$ cat src/design/scfm_pkg.sv
// shared types and constants of the spi command frame master
package scfm_pkg;

   localparam int unsigned SLAVE_COUNT = 5;
   localparam int unsigned SEL_W = 5;
   localparam logic [SEL_W-1:0] ALL_DESELECTED = 5'b11111;

   localparam int unsigned CSR_ADDR_W = 4;

   typedef enum logic [1:0] {
      REG_START_MARKER = 2'd0,
      REG_POLL_CODE    = 2'd1,
      REG_REPLY_TRIES  = 2'd2
   } reg_index_type;

   typedef enum logic {
      CMD_BEGIN     = 1'b0,
      CMD_XFER_DONE = 1'b1
   } command_type;

   typedef enum logic [1:0] {
      KIND_SEND    = 2'd0,
      KIND_DONE    = 2'd1,
      KIND_IGNORED = 2'd2
   } kind_type;

   typedef enum logic [3:0] {
      PH_IDLE  = 4'd0,
      PH_START = 4'd1,
      PH_TYPE  = 4'd2,
      PH_ARG1  = 4'd3,
      PH_ARG2  = 4'd4,
      PH_HUNT  = 4'd5,
      PH_ECHO  = 4'd6,
      PH_DATA  = 4'd7,
      PH_CHECK = 4'd8
   } phase_type;

endpackage

$ cat src/design/spi_command_frame_master.sv
// top level of the spi command frame master
//
// usage
//  - req channel: one transfer per item. command begin opens a frame for
//    slave 0..4 with type and two argument bytes; command transfer-done reports
//    the miso byte of the spi byte transfer that just finished
//  - rsp channel: exactly one transfer per req item, in order. kind send gives
//    the next mosi byte, kind done closes the frame with success and reply data,
//    kind ignored answers a begin while busy or a transfer-done while idle
//  - slave_select is active low, all ones when no slave is selected
//  - apb port: start_marker at 0x0, poll_code at 0x4, reply_tries at 0x8;
//    write only while no item is outstanding
// timing
//  - the result of an accepted item is registered and shown on rsp in the
//    cycle after the item is accepted
//  - throughput is one item per cycle while rsp is not stalled; the frame state and the result are
//    both computed in the single logic stage in front of the result register
// stall and reset
//  - while rsp is stalled the result register holds; req is stalled only when
//    that register is full and not being taken, so a new item enters in the
//    same cycle that the waiting result leaves
//  - synchronous reset empties the result register, returns the frame to idle
//    with all slaves deselected and loads the register reset values
module spi_command_frame_master
   import scfm_pkg::*;
(
   input  logic                  clock,
   input  logic                  reset,
   // request channel
   input  logic                  req_valid,
   output logic                  req_stall,
   input  logic                  req_command,
   input  logic [7:0]            req_slave,
   input  logic [7:0]            req_cmd_type,
   input  logic [7:0]            req_arg_first,
   input  logic [7:0]            req_arg_second,
   input  logic [7:0]            req_miso_byte,
   // response channel
   output logic                  rsp_valid,
   input  logic                  rsp_stall,
   output logic [1:0]            rsp_kind,
   output logic [7:0]            rsp_mosi_byte,
   output logic [SEL_W-1:0]      rsp_slave_select,
   output logic                  rsp_success,
   output logic [7:0]            rsp_reply_byte,
   // configuration port
   input  logic                  psel,
   input  logic                  penable,
   input  logic                  pwrite,
   input  logic [CSR_ADDR_W-1:0] paddr,
   input  logic [31:0]           pwdata,
   output logic [31:0]           prdata,
   output logic                  pready
);

   // configuration registers
   logic [7:0] start_marker_ff;
   logic [7:0] poll_code_ff;
   logic [2:0] reply_tries_ff;

   // frame state
   phase_type        phase_ff, phase_in;
   logic [2:0]       poll_count_ff, poll_count_in;
   logic [SEL_W-1:0] select_ff, select_in;
   logic [7:0]       sent_sum_ff, sent_sum_in;
   logic [7:0]       echo_ff, echo_in;
   logic [7:0]       data_ff, data_in;
   logic [7:0]       frame_ff [3];

   // result register
   logic             rsp_valid_ff, rsp_valid_in;
   kind_type         kind_ff, kind_in;
   logic [7:0]       mosi_ff, mosi_in;
   logic [SEL_W-1:0] sel_out_ff, sel_out_in;
   logic             success_ff, success_in;
   logic [7:0]       reply_ff, reply_in;

   logic             accept;
   logic             csr_write;
   logic             check_ok;
   logic [SEL_W-1:0] slave_onehot;
   reg_index_type    csr_index;

   // ------------------------------------------------------------------
   // configuration port
   // ------------------------------------------------------------------
   assign pready    = 1'b1;
   assign csr_index = reg_index_type'(paddr[CSR_ADDR_W-1:2]);
   assign csr_write = psel && penable && pwrite && pready;

   always_ff @(posedge clock) begin
      if (reset) begin
         start_marker_ff <= 8'd0;
         poll_code_ff    <= 8'd0;
         reply_tries_ff  <= 3'd3;
      end else if (csr_write) begin
         unique case (csr_index)
            REG_START_MARKER: start_marker_ff <= pwdata[7:0];
            REG_POLL_CODE:    poll_code_ff    <= pwdata[7:0];
            REG_REPLY_TRIES:  reply_tries_ff  <= pwdata[2:0];
            default: ;
         endcase
      end
   end

   always_comb begin
      unique case (csr_index)
         REG_START_MARKER: prdata = {24'd0, start_marker_ff};
         REG_POLL_CODE:    prdata = {24'd0, poll_code_ff};
         REG_REPLY_TRIES:  prdata = {29'd0, reply_tries_ff};
         default:          prdata = 32'd0;
      endcase
   end

   // ------------------------------------------------------------------
   // handshake: the result register frees when empty or being taken
   // ------------------------------------------------------------------
   assign req_stall = rsp_valid_ff && rsp_stall;
   assign accept    = req_valid && !req_stall;

   // one-hot slave decode, only the low three bits of the number count
   assign slave_onehot = {{(SEL_W-1){1'b0}}, 1'b1} << req_slave[2:0];

   // reply check at the end of the frame
   assign check_ok = (req_miso_byte == 8'(echo_ff + data_ff)) && (echo_ff == sent_sum_ff);

   // ------------------------------------------------------------------
   // frame sequencer: next state and the result of the accepted item
   // ------------------------------------------------------------------
   always_comb begin
      phase_in      = phase_ff;
      poll_count_in = poll_count_ff;
      select_in     = select_ff;
      sent_sum_in   = sent_sum_ff;
      echo_in       = echo_ff;
      data_in       = data_ff;

      // default answer: item ignored
      kind_in    = KIND_IGNORED;
      mosi_in    = 8'd0;
      sel_out_in = select_ff;
      success_in = 1'b0;
      reply_in   = 8'd0;

      if (req_command == CMD_BEGIN) begin
         if (phase_ff == PH_IDLE) begin
            if (req_slave >= 8'(SLAVE_COUNT)) begin
               // bad slave number closes the frame at once
               kind_in       = KIND_DONE;
               sel_out_in    = ALL_DESELECTED;
               select_in     = ALL_DESELECTED;
               poll_count_in = 3'd0;
            end else begin
               sent_sum_in   = 8'(req_cmd_type + req_arg_first + req_arg_second);
               select_in     = ~slave_onehot;
               poll_count_in = 3'd0;
               phase_in      = PH_START;
               kind_in       = KIND_SEND;
               mosi_in       = start_marker_ff;
               sel_out_in    = ~slave_onehot;
            end
         end
      end else begin
         unique case (phase_ff)
            PH_START: begin
               phase_in = PH_TYPE;
               kind_in  = KIND_SEND;
               mosi_in  = frame_ff[0];
            end
            PH_TYPE: begin
               phase_in = PH_ARG1;
               kind_in  = KIND_SEND;
               mosi_in  = frame_ff[1];
            end
            PH_ARG1: begin
               phase_in = PH_ARG2;
               kind_in  = KIND_SEND;
               mosi_in  = frame_ff[2];
            end
            PH_ARG2: begin
               phase_in      = PH_HUNT;
               poll_count_in = 3'd0;
               kind_in       = KIND_SEND;
               mosi_in       = sent_sum_ff;
            end
            PH_HUNT: begin
               if (req_miso_byte == start_marker_ff) begin
                  phase_in = PH_ECHO;
                  kind_in  = KIND_SEND;
                  mosi_in  = poll_code_ff;
               end else if (poll_count_ff >= reply_tries_ff) begin
                  // no marker within the allowed polls
                  phase_in      = PH_IDLE;
                  poll_count_in = 3'd0;
                  select_in     = ALL_DESELECTED;
                  kind_in       = KIND_DONE;
                  sel_out_in    = ALL_DESELECTED;
               end else begin
                  poll_count_in = poll_count_ff + 3'd1;
                  kind_in       = KIND_SEND;
                  mosi_in       = poll_code_ff;
               end
            end
            PH_ECHO: begin
               echo_in  = req_miso_byte;
               phase_in = PH_DATA;
               kind_in  = KIND_SEND;
               mosi_in  = poll_code_ff;
            end
            PH_DATA: begin
               data_in  = req_miso_byte;
               phase_in = PH_CHECK;
               kind_in  = KIND_SEND;
               mosi_in  = poll_code_ff;
            end
            PH_CHECK: begin
               phase_in      = PH_IDLE;
               poll_count_in = 3'd0;
               select_in     = ALL_DESELECTED;
               kind_in       = KIND_DONE;
               sel_out_in    = ALL_DESELECTED;
               success_in    = check_ok;
               reply_in      = check_ok ? data_ff : 8'd0;
            end
            default: ;  // transfer done while idle is ignored
         endcase
      end

      // hold everything when no item enters
      if (!accept) begin
         phase_in      = phase_ff;
         poll_count_in = poll_count_ff;
         select_in     = select_ff;
         sent_sum_in   = sent_sum_ff;
         echo_in       = echo_ff;
         data_in       = data_ff;
      end
   end

   // ------------------------------------------------------------------
   // state registers
   // ------------------------------------------------------------------
   always_ff @(posedge clock) begin
      if (reset) begin
         phase_ff      <= PH_IDLE;
         poll_count_ff <= 3'd0;
         select_ff     <= ALL_DESELECTED;
         sent_sum_ff   <= 8'd0;
         echo_ff       <= 8'd0;
         data_ff       <= 8'd0;
      end else begin
         phase_ff      <= phase_in;
         poll_count_ff <= poll_count_in;
         select_ff     <= select_in;
         sent_sum_ff   <= sent_sum_in;
         echo_ff       <= echo_in;
         data_ff       <= data_in;
      end
   end

   // frame bytes are written by every good begin before they are read
   always_ff @(posedge clock) begin
      if (accept && req_command == CMD_BEGIN && phase_ff == PH_IDLE) begin
         frame_ff[0] <= req_cmd_type;
         frame_ff[1] <= req_arg_first;
         frame_ff[2] <= req_arg_second;
      end
   end

   // ------------------------------------------------------------------
   // result register
   // ------------------------------------------------------------------
   assign rsp_valid_in = accept || (rsp_valid_ff && rsp_stall);

   always_ff @(posedge clock) begin
      if (reset) begin
         rsp_valid_ff <= 1'b0;
      end else begin
         rsp_valid_ff <= rsp_valid_in;
      end
   end

   always_ff @(posedge clock) begin
      if (accept) begin
         kind_ff    <= kind_in;
         mosi_ff    <= mosi_in;
         sel_out_ff <= sel_out_in;
         success_ff <= success_in;
         reply_ff   <= reply_in;
      end
   end

   assign rsp_valid        = rsp_valid_ff;
   assign rsp_kind         = kind_ff;
   assign rsp_mosi_byte    = mosi_ff;
   assign rsp_slave_select = sel_out_ff;
   assign rsp_success      = success_ff;
   assign rsp_reply_byte   = reply_ff;

endmodule

$ cat config.mk
export PLATFORM = sky130hd
export DESIGN_NAME = spi_command_frame_master
export DESIGN_NICKNAME = d
export VERILOG_FILES = /design/src/design/scfm_pkg.sv /design/src/design/spi_command_frame_master.sv
export SDC_FILE = /design/constraint.sdc
export NUM_CORES = 1
export LEC_CHECK = 0
export CAP_MARGIN = 15
export CORE_ASPECT_RATIO = 1.4
export CORE_MARGIN = 10
export CORE_UTILIZATION = 45
export CTS_CLUSTER_DIAMETER = 80
export DETAILED_ROUTE_END_ITERATION = 10
export DONT_BUFFER_PORTS = 1
export PLACE_DENSITY = 0.58
export SLEW_MARGIN = 10
export SYNTH_ARGS = -nofsm -noshare
export SYNTH_HDL_FRONTEND = slang
export SYNTH_SLANG_ARGS = --single-unit
$ cat constraint.sdc
create_clock -name clock -period 5 [get_ports clock]
set_clock_uncertainty 0.1 [all_clocks]
set_input_delay 0.25 -clock clock [delete_from_list [all_inputs] [get_ports clock]]
set_output_delay 0.25 -clock clock [all_outputs]
set_load 0.05 [all_outputs]
* Word level (Yosys, flattened, before mapping)
Memories as Yosys holds them, arrays and structs flattened. Index checks and enable logic that the tools add are counted.
Word-level totals: input bits 84, RAM bits 24, latch bits 0, register bits after elaboration 80, output and inout bits 59, memories kept 1, memory bits (read-only) 0
Operators by class: shift-type cells 1, multipliers 0, equality and inequality tests 18, order comparisons 2, muxes and demuxes 32, bitwise gates (word level) 3, add/sub/neg operators 4, div/mod/pow operators 0, reduce and logical (&&, ||, !) cells 25
Memory list:
- frame_ff | depth 3, bits a word 8, read ports 3, clocked after Yosys merged registers in 0, wr ports 3, line spi_command_frame_master.sv:68 | logic [7:0] frame_ff [3];
Operator list (count):
- case mux 8 bit (6 select lines) | 1
- 2-to-1 mux 8 bit | 5
- case mux 4 bit (8 select lines) | 1
- 2-to-1 mux 5 bit | 5
- adder 8 bit | 3
- equality test 8 bit | 3
- case mux 8 bit (3 select lines) | 1
- 2-to-1 mux 4 bit | 5
- equality test 4 x 3 -> 1 bit (second input constant) | 4
- 2-to-1 mux 3 bit | 4
- case mux 5 bit (2 select lines) | 1
- inequality test 9 x 1 -> 1 bit (second input constant) | 1
- AND reduction 3 bit | 3
- equality test 4 x 2 -> 1 bit (second input constant) | 2
- greater-or-equal comparator 8 x 3 -> 1 bit (second input constant) | 1
- AND reduction 2 bit | 4
- AND reduction 4 bit | 2
- logical AND 1 bit | 7
- case mux 2 bit (3 select lines) | 1
- case mux 3 bit (2 select lines) | 1
- OR reduction 6 bit | 1
- 2-to-1 mux 1 bit | 5
- inverter 5 bit | 1
- AND reduction 5 bit | 1
- other kinds (19) | 22

* Longest topological paths before layout
Gate-level depths: netlist (run 1).
word-level depth 7, depth in mapped cells 12, mapped depth without buffers 12

* Worst setup path after synthesis (run 1)
No wires, ideal clock.
kind register to register, start point register rsp_valid_ff (netlist: rsp_valid), end point memory frame_ff[0][0], enable pin, cell stages (with the launch flop) 5, setup slack 1.807 ns, data arrival time 2.688 ns, clock period less this slack 3.193 ns, required time 4.495 ns, path buffers 1, path through dfxtp_1 a21boi_0 buf_2 nand2_1 nor2_1
RTL lines:
- start, declared | line spi_command_frame_master.sv:71 | logic rsp_valid_ff, rsp_valid_in;
- start signal, assigned | line spi_command_frame_master.sv:279 | rsp_valid_ff <= rsp_valid_in;
- end, declared | line spi_command_frame_master.sv:68

* Final worst setup path (run 1)
start point register phase_ff[2], end point register sel_out_ff[3] (netlist: rsp_slave_select[3]) (data pin)
Between the ends: word-level cells in the longest chain between the ends 3
RTL lines:
- start, declared | line spi_command_frame_master.sv:62 | phase_type phase_ff, phase_in;
- start signal, assigned | line spi_command_frame_master.sv:252 | phase_ff <= phase_in;
- equality test 4 bit, or another cell as far along | line spi_command_frame_master.sv:164 | unique case (phase_ff)
- case mux 5 bit (2 select lines) / 2-to-1 mux 5 bit (equally long branches)
- 2-to-1 mux 5 bit *
- net sel_out_in[3] | line spi_command_frame_master.sv:74 | logic [SEL_W-1:0] sel_out_ff, sel_out_in;
- end signal, assigned | line spi_command_frame_master.sv:287 | sel_out_ff <= sel_out_in;
- end, declared | line spi_command_frame_master.sv:74
Mark *: on every way through the listed nets, which the timed path passes. The rest lies on a longest branch. A chain may end at the register's enable or synchronous reset.

==> results of run 1 <==
-- worst max-delay path: cells and delay by family, from the launching register on --
| family | cells | cell delay, ps |
|---|---|---|
| AO/OA/AOI/OAI | 2 | 1140 |
| flip-flops | 1 | 700 |
| AND/OR/NAND/NOR | 3 | 970 |
-- per-layer routing --
layer / vias up / part of all wire
li1: 2037 / -
met1: 2028 / 0.39
met2: 135 / 0.52
met3: 21 / 0.066
met4: 0 / 0.018
met5: - / 0
-- cell usage after synthesis (all sizes together), types with 10 or more instances --
| library cell | instances | area (um^2) |
|---|---|---|
| nor3 | 16 | 101.4 |
| a21o | 10 | 75.07 |
| mux2i | 47 | 470.5 |
| clkbuf | 13 | 48.80 |
| a21oi | 27 | 138.9 |
| nor2 | 64 | 240.2 |
| nand3 | 11 | 55.05 |
| o22ai | 11 | 68.82 |
| o21ai | 20 | 100.1 |
| ha | 17 | 212.7 |
| xnor2 | 33 | 289.0 |
| nand2 | 30 | 112.6 |
| inv | 20 | 75.07 |
| dfxtp | 56 | 1121 |
| edfxtp | 48 | 1441 |
| and2 | 12 | 76.33 |
| buf | 35 | 236.5 |
-- power by group --
group | leakage, nW | switching, mW | internal, mW
logic | 1.46 | 0.144 | 0.0881
clock network | 0.142 | 0.327 | 0.393
registers | 0.911 | 0.0489 | 0.917
-- cell families after synthesis --
| group | count (synthesis) |
|---|---|
| AOI/OAI and AO/OA | 115 |
| adders and majority gates | 26 |
| DFF | 104 |
| muxes | 47 |
| and+or+nand+nor | 165 |
| other | 2 |
| xor gates and xnor gates | 40 |
| buffers and inverters | 68 |
-- path summary, 6_finish.rpt --
check | to | startpoint | slack [ps]
worst max-delay path | rsp_slave_select[3] | phase_ff[2] | 1940
worst min-delay path | rsp_slave_select[2] | req_command | 20
worst max register to register | rsp_slave_select[3] | phase_ff[2] | 1940
worst min register to register | poll_code_ff[0] | poll_code_ff[0] | 380
-- flip-flops by register name, indices dropped and copies added (netlist names) --
register	flops
phase_ff	4
rsp_valid	1
select_ff	5
rsp_slave_select	5
frame_ff	24
rsp_mosi_byte	8
echo_ff	8
data_ff	8
start_marker_ff	8
reply_tries_ff	3
poll_code_ff	8
sent_sum_ff	8
poll_count_ff	3
rsp_reply_byte	8
rsp_success	1
rsp_kind	2
-- cell type report --
class,count,area (um^2)
clock inverter,7,80.08
tap,150,187.7
clock buffer,9,225.2
sequential,104,2562
multi-input combinational,418,2935
inverter,20,75.07
timing repair buffer,47,485.5
fill,1126,5881
-- through the flow --
stage / hold WS [ps] / area [um^2]
2_1_floorplan: 248.9 / 5839
3_3_place_gp: 222.5 / 5763
3_5_place_dp: 224.2 / 5763
4_1_cts: 8.658 / 6546
5_1_grt: 25.14 / 6551
6_report: 21.76 / 6551
-- repair_timing --
action | CTS | global route
endpoints found under the hold margin | 81 | 0
setup buffers | 0 | 0
hold buffers | 46 | 0
setup endpoints to repair | 0 | 0
==> flow_metrics.py, run 1 <==
metrics = {
    "finish": {
        "fin_nets": 710,
        "n_antenna_cell": 0,
        "finish.utilization": 0.5270,
        "layout_commonest_cell": "nor2_1",
        "layout-drive-gt1-share": 0.05950,
        "synthToLayoutAreaGrowth_pct": 13.88,
        "final_cells": 755,
        "layout_common_cells": "nor2_1, dfxtp_1, edfxtp_1",
    },
    "timing": {
        "drv_slew": 0,
        "finalHoldViolations": 0,
        "setup_ws_ps": 1938,
        "max_freq_mhz": 326.6,
        "fin_crit_sh": 0.6123,
        "relSlewSlack": 0.3301,
        "setup_violations": 0,
        "tns_ps": 0,
        "rsz0062_at_grt": "false",
        "tightest_slew_ps": 1003,
        "layout_min_cycle_time_ps": 3062,
    },
    "grt": {
        "first_global_vias": 4300,
        "grt.busiest_layer": "met2",
        "grt_util_met1": 0.1925,
        "grt.overflow.total": 0,
        "grt_pass1_wl_mm": 23.20,
        "use_met2": 0.2880,
        "grt_max_degree": 58,
        "grt_usage": 0.1657,
        "antenna_found_initial": 0,
        "grtUsageMet3": 0.04206,
    },
    "job": {
        "maxCapViolCount": 0,
    },
    "placement": {
        "dp_hpwl_mm": 10.60,
        "dp_worst_setup_slack_ps": 1963,
        "port_buffers": 0,
        "place_inst": 693,
        "routabilityCongestion": 0.8129,
    },
    "synthesis": {
        "synth-adder-area-share": 0.06829,
        "ys_seq_elements": 104,
        "synth_xor_area_frac": 0.06090,
        "yosys_warnings": 0,
        "synthCells": 567,
        "synth_edf_count": 48,
        "synth_top_family_by_area": "simple AND/OR/NAND/NOR gates",
        "synth_compound_area_frac": 0.1348,
        "syn_area_per_cell_um2": 10.15,
        "synth-seq-area-share": 0.4454,
        "netlist_area_um2": 5753,
        "synth_simple_gate_area_frac": 0.1448,
        "synth_top_flop_cell": "dfxtp_1",
        "async_flop_share": 0,
        "muxShareOfSynthArea": 0.08177,
        "ys_types": 59,
    },
    "floorplan": {
        "floorplan.initialDensity": 0.4628,
        "die-area_um2": 17770,
        "core_um2": 12430,
        "die-height_um": 153.8,
        "die_w_um": 115.6,
        "fp-row-count": 48,
        "num_io_pins": 143,
    },
    "critical_path": {
        "required_ps": 5110,
        "crit_path_end_kind": "flop",
        "slowest_delay_ps": 750,
        "arrival_ps": 3170,
        "crit_chain": "nor2b_1, o2111ai_1, o21ai_0, nor3_1, nor2_1",
        "cp_slowest_cell": "o21ai_0",
        "crit_fanout": 14,
        "reg2regPathDepth": 5,
        "cp-start-kind": "flop",
        "crit_type": "reg -> reg",
    },
    "power": {
        "peakVddDrop_v": 0.0001553,
        "leakage_nw": 2.509,
        "p_per_area_nw_per_um2": 292.7,
        "p_total_mw": 1.917,
    },
    "cts": {
        "cts_buffer_depth": 2,
        "cts_buffers": 9,
        "cts_tree": "yes",
        "htreeDepth": 3,
        "cts_resized": 0,
        "clock-sinks": 104,
        "clock_latency_ps": 350,
        "root_buffer": "clkbuf_16",
        "clkTransAtPathRegs_ps": 70,
    },
    "detailed_routing": {
        "via_per_inst": 5.591,
        "avgRoutedWirePerCell_um": 19.49,
        "firstDrtPassIters": 5,
        "vias": 4221,
        "wl_mm": 14.72,
        "drtIter0Drc": 203,
        "remaining_drc_errors": 0,
        "drtAntennaViolNets": 0,
    },
    "min_path": {
        "worstHoldPathType": "in -> reg",
        "min_path_cells": 2,
    },
    "outcome": {
        "outcome": "finished clean",
    },
}
(Power assumes the default switching activity.)
==> run 2, diff against run 1 <==
clock period = 3 ns   (was 5 ns; I/O delays follow)
==> run 2 against run 1 <==
Worst setup slack got worse by 1600 ps. Cell area grew 2.1%. Sequential cell count is the same. Critical path depth rose by 3. Final cell count increased by 2.0%. Power grew 70%. Core utilization grew 1.1 points. Critical path type unchanged. Critical endpoint is now phase_ff[1]. Largest cell class unchanged.
==> flow_metrics.py, run 2 (synthesis gave the netlist of run 1 again) <==
metrics = {
    "timing": {
        "tns_ps": 0,
        "finalHoldViolations": 0,
        "tightest_slew_ps": 973.6,
        "holdWs_ps": 13.21,
        "drv_slew": 0,
        "relSlewSlack": 0.3466,
        "rsz0062_at_grt": "false",
        "setup_violations": 0,
        "fin_crit_sh": 0.8862,
        "layout_min_cycle_time_ps": 2659,
        "max_freq_mhz": 376.1,
    },
    "grt": {
        "grt_pass1_wl_mm": 23.62,
        "grt_usage": 0.1695,
        "first_global_vias": 4347,
        "antenna_found_initial": 0,
        "grt.overflow.total": 0,
        "grt_max_degree": 60,
    },
    "floorplan": {
        "core_um2": 12430,
        "floorplan.initialDensity": 0.4628,
        "fp-row-count": 48,
        "die-height_um": 153.8,
        "num_io_pins": 143,
        "die-area_um2": 17770,
        "die_w_um": 115.6,
    },
    "critical_path": {
        "crit_chain": "nor3_4, nor2_1, buf_4, a211o_2, o211ai_4, a311o_1, a21oi_2, dlygate4sd3_1",
        "crit_fanout": 16,
        "crit_type": "reg -> reg",
        "cp_slowest_cell": "dlygate4sd3_1",
        "cpLargestDelayFamily": "buffers and inverters",
        "cp-start-kind": "flop",
        "arrival_ps": 2800,
        "slowest_delay_ps": 550,
        "crit_path_end_kind": "flop",
        "required_ps": 3140,
        "worst-path-buf-inv": 2,
    },
    "finish": {
        "fin_nets": 725,
        "largest_reg_flops": 24,
        "seq_area_um2": 2562,
        "n_antenna_cell": 0,
        "largest_register": "frame_ff",
        "layout_common_cells": "nor2_1, dfxtp_1, edfxtp_1, dlygate4sd3_1, mux2i_1",
        "layout_commonest_cell": "nor2_1",
        "fill_cells": 1092,
        "final_cells": 770,
        "finish.utilization": 0.5380,
        "synthToLayoutAreaGrowth_pct": 16.27,
        "layout-drive-gt1-share": 0.07581,
        "multi_input_area_um2": 2930,
    },
    "min_path": {
        "worstHoldPathType": "in -> reg",
    },
    "power": {
        "comb_power_share": 0.122,
        "peakVddDrop_v": 0.0002913,
        "p_per_area_nw_per_um2": 487.7,
        "p_clk_frac": 0.385,
        "p_int_mw": 2.401,
        "leakage_nw": 2.603,
        "power_frac_seq": 0.492,
        "swShare": 0.2640,
        "power_switching_mw": 0.8611,
        "p_total_mw": 3.262,
    },
    "detailed_routing": {
        "drtAntennaViolNets": 0,
        "via_per_inst": 5.595,
        "wl_mm": 15.02,
        "drtIter0Drc": 215,
        "avgRoutedWirePerCell_um": 19.51,
        "vias": 4308,
        "firstDrtPassIters": 8,
        "remaining_drc_errors": 0,
    },
    "cts": {
        "cts_buffers": 9,
        "clock-sinks": 104,
        "cts_tree": "yes",
        "root_buffer": "clkbuf_16",
        "clock_latency_ps": 350,
        "clkTransAtPathRegs_ps": 70,
        "cts_setup_buffers": 0,
        "cts_buffer_depth": 2,
        "htreeDepth": 3,
    },
    "placement": {
        "routabilityCongestion": 0.8243,
        "place_inst": 705,
        "dp_hpwl_mm": 10.85,
        "port_buffers": 0,
    },
    "job": {
        "maxCapViolCount": 0,
    },
    "outcome": {
        "outcome": "finished clean",
    },
}
## run 2: final timing paths
| kind | start | end | slack [ps] | depth (start not counted) |
|---|---|---|---|---|
| worst min register to register | poll_code_ff[4] | poll_code_ff[4] | 370 | 2 |
| worst min-delay path | req_arg_second[0] | sent_sum_ff[0] | 10 | 3 |
| worst max-delay path | phase_ff[0] | phase_ff[1] | 340 | 8 |
| worst max register to register | phase_ff[0] | phase_ff[1] | 340 | 8 |
## run 2: per-layer routing
metal | global-route usage | part of all wire
met1 | 0.1921 | 0.39
met2 | 0.2918 | 0.51
met3 | 0.04245 | 0.071
met4 | 0.07264 | 0.027
met5 | 0 | 0
## run 2: worst reg2reg max path: stages (launching register included)
cell           delay, ps
dfxtp_1              510
nor3_4               430
nor2_1                90
buf_4                180
a211o_2              350
o211ai_4             130
a311o_1              170
a21oi_2               50
dlygate4sd3_1        550
## run 2: final cells by class
cell class / instances / share of cell area
Tap cell: 150 / 0.02806
Sequential cell: 104 / 0.3831
Clock buffer: 13 / 0.04545
Inverter: 20 / 0.01122
Timing Repair Buffer: 62 / 0.09053
Clock inverter: 3 / 0.003554
Multi-Input combinational cell: 418 / 0.4381
## run 2: power by group through the flow
stage / Combinational [mW] / Sequential (mW) / Clock (mW)
after floorplan: 0.306 / 1.63 / 0
after global placement: 0.316 / 1.64 / 0
after detailed placement: 0.323 / 1.64 / 0
after CTS: 0.397 / 1.61 / 1.28
after global routing: 0.436 / 1.61 / 1.34
final: 0.398 / 1.61 / 1.26
## run 2: what timing repair did
item / CTS / global route
setup endpoints to repair: 0 / 0
hold endpoints to repair: 85 / 0
resized for setup: 0 / 0
hold buffers: 49 / 0
## run 2: metrics by stage
stage	setup slack (ps)	cell area, um^2
after floorplan	193.1	5842
after global placement	502.8	5853
after detailed placement	470.8	5853
after CTS	359.5	6689
after global routing	102.4	6689
final	341.4	6689
==> run 3, diff against run 2 <==
CTS_BUF_LIST = sky130_fd_sc_hd__clkbuf_8   (was not set)
SLEW_MARGIN = not set   (was 10)
==> run 3 against run 2 <==
Sequential cell count unchanged. Power down 5.8%. Largest cell class unchanged. Cell area down 0.99%. Global-route usage down 0.18 points.
==> flow_metrics.py, run 3 (synthesis gave the netlist of run 1 again) <==
metrics = {
    "outcome": {
        "outcome": "finished clean",
    },
    "power": {
        "power_frac_seq": 0.523,
        "swShare": 0.2707,
        "peakVddDrop_v": 0.0002851,
        "power_switching_mw": 0.8315,
        "p_int_mw": 2.241,
        "leakage_nw": 2.577,
        "p_per_area_nw_per_um2": 463.9,
        "p_clk_frac": 0.346,
        "comb_power_share": 0.131,
    },
    "finish": {
        "multi_input_area_um2": 2930,
        "layout-drive-gt1-share": 0.07556,
        "layout_common_cells": "nor2_1, dfxtp_1, dlygate4sd3_1",
        "largest_register": "frame_ff",
        "fill_cells": 1093,
        "largest_reg_flops": 24,
        "synthToLayoutAreaGrowth_pct": 15.12,
        "seq_area_um2": 2562,
        "n_antenna_cell": 0,
        "layout_commonest_cell": "nor2_1",
        "fin_nets": 727,
    },
    "floorplan": {
        "floorplan.initialDensity": 0.4628,
        "core_um2": 12430,
        "die_w_um": 115.6,
        "num_io_pins": 143,
        "die-area_um2": 17770,
        "fp-row-count": 48,
        "die-height_um": 153.8,
    },
    "placement": {
        "dp_hpwl_mm": 10.85,
        "port_buffers": 0,
        "routabilityCongestion": 0.8243,
        "dp_worst_setup_slack_ps": 470.8,
    },
    "critical_path": {
        "crit_type": "reg -> reg",
        "crit_fanout": 16,
        "reg2reg_from": "phase_ff[0]",
        "rrSetupSlack_ps": 330,
        "crit_end": "phase_ff[1]",
        "r2r-end": "phase_ff[1]",
        "cp-startpoint": "phase_ff[0]",
        "crit_path_end_kind": "flop",
        "required_ps": 3180,
        "reg2regPathDepth": 8,
        "cp-start-kind": "flop",
        "arrival_ps": 2850,
    },
    "timing": {
        "rsz0062_at_grt": "false",
        "max_freq_mhz": 374.7,
        "tightest_slew_ps": 973.8,
        "tns_ps": 0,
        "fin_crit_sh": 0.8896,
        "setup_ws_ps": 331.3,
        "finalHoldViolations": 0,
        "setup_violations": 0,
        "layout_min_cycle_time_ps": 2669,
        "relSlewSlack": 0.3464,
        "drv_slew": 0,
    },
    "detailed_routing": {
        "avgRoutedWirePerCell_um": 19.28,
        "firstDrtPassIters": 5,
        "remaining_drc_errors": 0,
        "drtAntennaViolNets": 0,
        "drtIter0Drc": 196,
        "vias": 4309,
        "via_per_inst": 5.582,
        "wl_mm": 14.88,
    },
    "grt": {
        "grt.overflow.total": 0,
        "grt_usage": 0.1677,
        "grt_max_degree": 60,
        "first_global_vias": 4334,
        "antenna_found_initial": 0,
        "grt_pass1_wl_mm": 23.47,
    },
    "cts": {
        "cts_buffers": 9,
        "cts_hold_buffers": 51,
        "cts_buffer_depth": 2,
        "clock_latency_ps": 380,
        "cts_setup_buffers": 0,
        "cts_tree": "yes",
        "clock-sinks": 104,
        "cts_resized": 0,
        "root_buffer": "clkbuf_8",
        "htreeDepth": 3,
        "clkTransAtPathRegs_ps": 110,
    },
    "min_path": {
        "worstHoldPathType": "in -> reg",
        "min_path_cells": 2,
    },
    "job": {
        "maxCapViolCount": 0,
    },
}
==> run 3: cell count changes in the layout (fill, tap and decap cells not counted), sizes merged <==
cell and change:
bufinv +3, clkbuf -4, dlygate4sd3 +2, inv +1
==> run 3: power by group through the flow <==
stage / clock network [mW] / registers [mW] / logic (mW)
final: 1.06 / 1.61 / 0.403
after global routing: 1.14 / 1.61 / 0.442
after CTS: 1.08 / 1.61 / 0.402
after detailed placement: 0 / 1.64 / 0.323
after global placement: 0 / 1.64 / 0.316
after floorplan: 0 / 1.63 / 0.306
==> run 3: layer usage <==
layer | up-vias | share of wire | GRT usage
met5 | - | 0 | 0
met4 | 0 | 0.027 | 0.07082
met3 | 27 | 0.063 | 0.03972
met2 | 133 | 0.51 | 0.2872
met1 | 2074 | 0.40 | 0.1933
li1 | 2075 | - | -
==> run 3: layout make-up <==
cell class              count  area share
repair buffers             64     0.09446
clock inverters             7     0.01776
well taps                 150     0.02834
inverters                  20     0.01134
clock buffers               9     0.01870
flip-flops and latches    104      0.3869
multi-input cells         418      0.4425
==> run 3: metrics by stage <==
step                area (um^2)    util  hold slack (ps)  cells  power [mW]
CTS                        6623  0.5327            5.070    772       3.090
detailed placement         5853  0.4708            125.5    705       1.963
finish                     6623  0.5327            4.327    772       3.072
floorplan                  5842       -            148.9    590       1.941
global placement           5853  0.4708            124.5    705       1.955
global route               6623  0.5327            15.37    772       3.194
==> run 3: worst min path at each step <==
stage                                from               to  slack (ps)
after floorplan           req_cmd_type[0]   frame_ff[0][0]         150
after global placement              reset      phase_ff[1]         120
after detailed placement            reset      phase_ff[1]         130
after CTS                    req_slave[0]     select_ff[3]           5
after global routing                reset       data_ff[1]          20
final                               reset  poll_code_ff[1]           4
==> run 3: critical path: stages (launching register included) <==
cell           delay [ps]
dfxtp_1               520
nor3_4                430
nor2_1                 90
buf_4                 170
a211o_2               350
o211ai_4              130
a311o_1               170
a21oi_2                50
dlygate4sd3_1         560
